==> src/assert_macros.svh <==
// Assertion macros for the texel store RTL.
// Used by the top level; depends on a clock named clk and a reset named rst_n.
`ifndef ASSERT_MACROS_SVH
`define ASSERT_MACROS_SVH

// Checks a property at every rising edge outside reset.
`define AST_CLK(lbl, prop, msg) \
  lbl: assert property (@(posedge clk) disable iff (!rst_n) prop) else $error(msg);

// Checks that a condition never holds outside reset.
`define AST_NEVER(lbl, cond, msg) \
  lbl: assert property (@(posedge clk) disable iff (!rst_n) !(cond)) else $error(msg);

`endif

==> src/wbts_pkg.sv <==
// Shared types and constants of the wrapped bilinear texel store.
// No dependencies.
package wbts_pkg;

  typedef enum logic [1:0] {
    ACT_WRITE  = 2'd0,
    ACT_READ   = 2'd1,
    ACT_SAMPLE = 2'd2,
    ACT_FILL   = 2'd3
  } action_e;

  localparam logic [1:0] REG_TEX_WIDTH  = 2'd0;
  localparam logic [1:0] REG_TEX_HEIGHT = 2'd1;
  localparam logic [1:0] REG_HAS_ALPHA  = 2'd2;

  localparam logic [6:0] TEX_WIDTH_RST  = 7'd64;
  localparam logic [6:0] TEX_HEIGHT_RST = 7'd64;

  typedef struct packed {
    logic [1:0]         action;
    logic signed [15:0] x_coord;
    logic signed [15:0] y_coord;
    logic [7:0]         red_in;
    logic [7:0]         green_in;
    logic [7:0]         blue_in;
    logic [7:0]         alpha_in;
  } in_item_t;

  typedef struct packed {
    logic [7:0] red_out;
    logic [7:0] green_out;
    logic [7:0] blue_out;
    logic [7:0] alpha_out;
  } out_item_t;

  typedef enum logic [2:0] {
    ST_CLEAR,
    ST_IDLE,
    ST_DIV,
    ST_FIX,
    ST_TAP_RD,
    ST_TAP_ACC,
    ST_FILL,
    ST_DONE
  } state_e;

  typedef struct packed {
    logic       load_in;
    logic       div_step;
    logic       fix;
    logic       acc_clr;
    logic       mem_rd;
    logic       mem_wr;
    logic       acc_en;
    logic       sweep_clr;
    logic       sweep_inc;
    logic       fill_wr;
    logic       clear_wr;
    logic       load_out;
    logic [1:0] tap;
  } cmd_t;

  typedef struct packed {
    action_e action;
    logic    clear_last;
    logic    fill_last;
  } status_t;

endpackage

==> src/wbts_ctrl.sv <==
// Controller state machine of the texel store: sequences clearing, remainder steps,
// texel taps, fill sweep and the result register. Depends on wbts_pkg.
module wbts_ctrl (
  input  logic            clk,
  input  logic            rst_n,
  input  logic            in_valid,
  output logic            in_stall,
  output logic            out_valid,
  input  logic            out_stall,
  input  wbts_pkg::status_t stat,
  output wbts_pkg::cmd_t  cmd,
  output logic            busy
);
  import wbts_pkg::*;

  state_e     state_r, state_nxt;
  logic [2:0] cnt_r, cnt_nxt;
  logic [1:0] tap_r, tap_nxt;
  logic       out_valid_r, out_valid_nxt;

  always_ff @(posedge clk) begin
    if (!rst_n) begin
      state_r     <= ST_CLEAR;
      cnt_r       <= '0;
      tap_r       <= '0;
      out_valid_r <= 1'b0;
    end else begin
      state_r     <= state_nxt;
      cnt_r       <= cnt_nxt;
      tap_r       <= tap_nxt;
      out_valid_r <= out_valid_nxt;
    end
  end

  always_comb begin
    state_nxt     = state_r;
    cnt_nxt       = cnt_r;
    tap_nxt       = tap_r;
    out_valid_nxt = out_valid_r;
    cmd           = '0;
    cmd.tap       = tap_r;
    in_stall      = 1'b1;
    if (out_valid_r && !out_stall) begin
      out_valid_nxt = 1'b0;
    end
    case (state_r)
      ST_CLEAR: begin
        cmd.clear_wr  = 1'b1;
        cmd.sweep_inc = 1'b1;
        if (stat.clear_last) begin
          state_nxt = ST_IDLE;
        end
      end
      ST_IDLE: begin
        in_stall = 1'b0;
        if (in_valid) begin
          cmd.load_in = 1'b1;
          cnt_nxt     = '0;
          state_nxt   = ST_DIV;
        end
      end
      ST_DIV: begin
        cmd.div_step = 1'b1;
        cnt_nxt      = cnt_r + 3'd1;
        if (cnt_r == 3'd7) begin
          state_nxt = ST_FIX;
        end
      end
      ST_FIX: begin
        cmd.fix     = 1'b1;
        cmd.acc_clr = 1'b1;
        tap_nxt     = '0;
        if (stat.action == ACT_FILL) begin
          cmd.sweep_clr = 1'b1;
          state_nxt     = ST_FILL;
        end else begin
          state_nxt = ST_TAP_RD;
        end
      end
      ST_TAP_RD: begin
        if (stat.action == ACT_WRITE) begin
          cmd.mem_wr = 1'b1;
          state_nxt  = ST_DONE;
        end else begin
          cmd.mem_rd = 1'b1;
          state_nxt  = ST_TAP_ACC;
        end
      end
      ST_TAP_ACC: begin
        cmd.acc_en = 1'b1;
        if (stat.action == ACT_READ || tap_r == 2'd3) begin
          state_nxt = ST_DONE;
        end else begin
          tap_nxt   = tap_r + 2'd1;
          state_nxt = ST_TAP_RD;
        end
      end
      ST_FILL: begin
        cmd.fill_wr   = 1'b1;
        cmd.sweep_inc = 1'b1;
        if (stat.fill_last) begin
          state_nxt = ST_DONE;
        end
      end
      ST_DONE: begin
        if (!out_valid_r || !out_stall) begin
          cmd.load_out  = 1'b1;
          out_valid_nxt = 1'b1;
          state_nxt     = ST_IDLE;
        end
      end
      default: begin
        state_nxt = ST_IDLE;
      end
    endcase
  end

  assign out_valid = out_valid_r;
  assign busy      = (state_r != ST_IDLE);

endmodule

==> config.mk <==
export PLATFORM = sky130hd
export DESIGN_NAME = wbts_ctrl
export DESIGN_NICKNAME = d
export VERILOG_FILES = /design/src/assert_macros.svh /design/src/wbts_pkg.sv /design/src/wbts_ctrl.sv
export SDC_FILE = /design/constraint.sdc
export NUM_CORES = 1
export LEC_CHECK = 0
export ABC_AREA = 1
export BUFFER_PORTS_ARGS = -buffer_cell sky130_fd_sc_hd__buf_2
export CORE_AREA = 2 2 39 41
export CTS_CLUSTER_SIZE = 30
export DETAILED_ROUTE_END_ITERATION = 10
export DIE_AREA = 0 0 41 43
export PLACE_DENSITY = 0.89
export SYNTH_ARGS = -nofsm -noshare
export SYNTH_HDL_FRONTEND = slang
export SYNTH_SLANG_ARGS = --single-unit
==> constraint.sdc <==
create_clock -name clk -period 3.2 [get_ports clk]
set_input_delay 0.64 -clock clk [delete_from_list [all_inputs] [get_ports clk]]
set_output_delay 0.64 -clock clk [all_outputs]
set_load 0.01 [all_outputs]
==> metrics.md <==
| Metric | Value |
|---|---|
| Remaining Overflow, GRT | `0` |
| Synth Warn # | `0` |
| Leak | `0.489 nW` |
| Cell area after layout | `777 um^2` |
| DR vias | `687` |
| Most common cell after layout, fill and taps aside | `buf_2` |
| Layout Nets | `138` |
| Mapped Area | `641 um^2` |
| Req. time, crit path | `2560 ps` |
| Sink Count | `9` |
| Worst Tran Pin Value | `289 ps` |
| Avg WL per Cell | `9.67 um` |
| CTS tree | `yes` |
| CP Class | `register to output port` |
| Via density | `4.84` |
| Share of cells above drive strength 1 | `31.7%` |
| First-pass GRT wire length | `2100 um` |
| Layout area overhead | `21.3%` |
| Die area | `1760 um^2` |
| Pwr Density | `651 nW/um^2` |
| Worst Hold Launch | `cnt_r[1]$_SDFFE_PN0P_` |
| Post-route ant nets | `0` |
| Max clock buf depth | `2` |
| Clock-pin slew on the worst setup and hold paths | `70 ps` |
| Compound-gate portion of the synthesized area | `12.9%` |
| FF-to-FF Start | `state_r[2]$_SDFFE_PN0P_` |
| Min Tclk post-route | `2060 ps` |
| Core area | `1380 um^2` |
| Fin crit share | `64.3%` |
| WP data arrival | `1420 ps` |
| Initial drt markers | `14` |
| Commonest non-fill, non-tap cells in the layout | `buf_2, nand2_1, nor2_1, inv_1, dfxtp_1` |
| Routability Congestion | `0.756` |
| Mean area per synthesized cell | `6.28 um^2` |
| Yosys cell types | `21` |
| Clk_skew | `3.80 ps` |
| Unrepaired setup endpoints after global routing | `no` |
| Die H | `43 um` |
| Fmax | `486 MHz` |
| Number of remaining DRC errors | `0` |
| Port-buffer cells | `24` |
| Mux cell area share after synthesis | `0%` |
| Post-synthesis instance total | `102` |
| Post-CTS sizing | `0` |
| Starting density of the core | `46.3%` |
| Vias in the first global route | `575` |
| Crit-path slowest cell | `dfxtp_1` |
| WL final | `1370 um` |
| HPWL after detailed placement | `1130 um` |
| Adder-cell share of the synthesized area | `5.86%` |
| CP endpoint kind | `output port` |
| CP Launch Type | `register` |
| CTS Buf Count | `3` |
| H-tree depth | `1` |
| Total track usage | `17.3%` |
| Slew HR | `80.7%` |
| Die width | `41 um` |
| Worst vdd ir | `0.324 mV` |
| Crit path max fanout | `11` |
| Setup TNS | `0 ps` |
| Initial DRT Pass Iterations | `2` |
| # diodes | `0` |
| Slowest Stage Delay on Critical Path | `370 ps` |
| Final setup fails | `0` |
| Outcome | `finished clean` |
| Largest net degree at the start of global routing | `12` |
| Simple-gate portion of the synthesized area | `35.4%` |
| Final Max Tran Viols | `0` |
| Final Hold Viols | `0` |
| Synthesized Nets | `113` |
| Sequential area share after synthesis | `28.1%` |
| Post-synthesis xor/xnor area fraction | `0%` |
| #FFs+latches synth | `9` |
| Skew-Pair Late Insertion Delay | `260 ps` |
| Worst hold-check path type | `register to register` |
| Clock Tree Root | `clkbuf_4` |
| Critical path startpoint | `state_r[2]$_SDFFE_PN0P_` |
| Post-CTS Setup Bufs | `0` |
| Reg2reg setup slack | `1800 ps` |
| Antenna violations before repair | `0` |
| Total of max-cap violations | `0` |
| Row Count | `14` |
| Largest family of logic cells by synthesized area | `simple AND/OR/NAND/NOR gates` |
| Crit-path cells | `inv_2 -> nand3_1 -> nor2_1 -> buf_2` |
| CTS Hold Bufs | `0` |
| Dpl cell area | `749 um^2` |
| I/O pins | `25` |
## worst paths after layout
path,endpoint,cells after the start
setup / recovery,cmd[13],4
hold / removal,cnt_r[1]$_SDFFE_PN0P_,2
setup reg to reg,state_r[1]$_SDFFE_PN0P_,7
hold reg to reg,cnt_r[1]$_SDFFE_PN0P_,2
## layer usage
layer	track usage (%)	vias up	part of all wire, %	wire length [um]
met5	0	-	0	0
met4	12.0	0	0.73	10
met3	1.57	2	4.7	65
met2	28.1	13	50	691
met1	19.7	308	44	605
li1	-	364	-	-
## worst max-delay path, delay by kind of cell (launching register included)
kind | cells | cell delay (ps)
buffers and inverters | 2 | 340
and+or+nand+nor | 2 | 440
DFF | 1 | 370
## sequential cells by signal, summed over array words and instances, names as in the netlist
register   count
state_r        3
out_valid      1
tap_r          2
cnt_r          3
## report_power, final
group | internal, W | switching (W) | leakage (nW)
combinational | 0.0000929 | 0.000162 | 0.398
sequential | 0.000131 | 0.0000302 | 0.0732
clock | 0.0000462 | 0.0000431 | 0.0177
total | 0.000270 | 0.000235 | 0.489
## per-stage QoR
stage	std cells	util [%]	hold slack, ps	worst slack (ps)	power, W
4_1_cts	142	56.1	484	1120	0.000513
3_5_place_dp	138	54.2	472	1390	0.000420
2_1_floorplan	102	-	438	1530	0.000355
5_1_grt	142	56.1	494	1010	0.000551
3_3_place_gp	138	54.2	451	1390	0.000408
6_report	142	56.1	479	1140	0.000506
## synthesized netlist by cell type (all sizes together)
library cell / count / area (um^2)
nand2: 20 / 77.6
inv: 19 / 71.3
nor2: 19 / 81.3
dfxtp: 9 / 180
nand3: 8 / 55.1
a21oi: 7 / 35.0
o21ai: 6 / 30.0
buf: 4 / 31.3
clkinv: 3 / 11.3
ha: 3 / 37.5
a22oi: 1 / 7.51
nand4: 1 / 6.26
nor4: 1 / 6.26
o211a: 1 / 10.0
## cell type report
class,count,area [um^2]
Tap cell,16,20.0
Clock buffer,3,22.5
Fill cell,142,607
Multi-Input combinational cell,67,347
Timing Repair Buffer,24,120
Inverter,22,82.6
Clock inverter,1,5.00
Sequential cell,9,180
## kinds of logic (layout without fill, tap and decap cells)
kind of cell / after synthesis / count (layout)
simple gates: 49 / 49
fa+ha+maj: 3 / 3
compound gates: 15 / 15
flops: 9 / 9
buf+inv: 26 / 50
(Power assumes the default switching activity.)
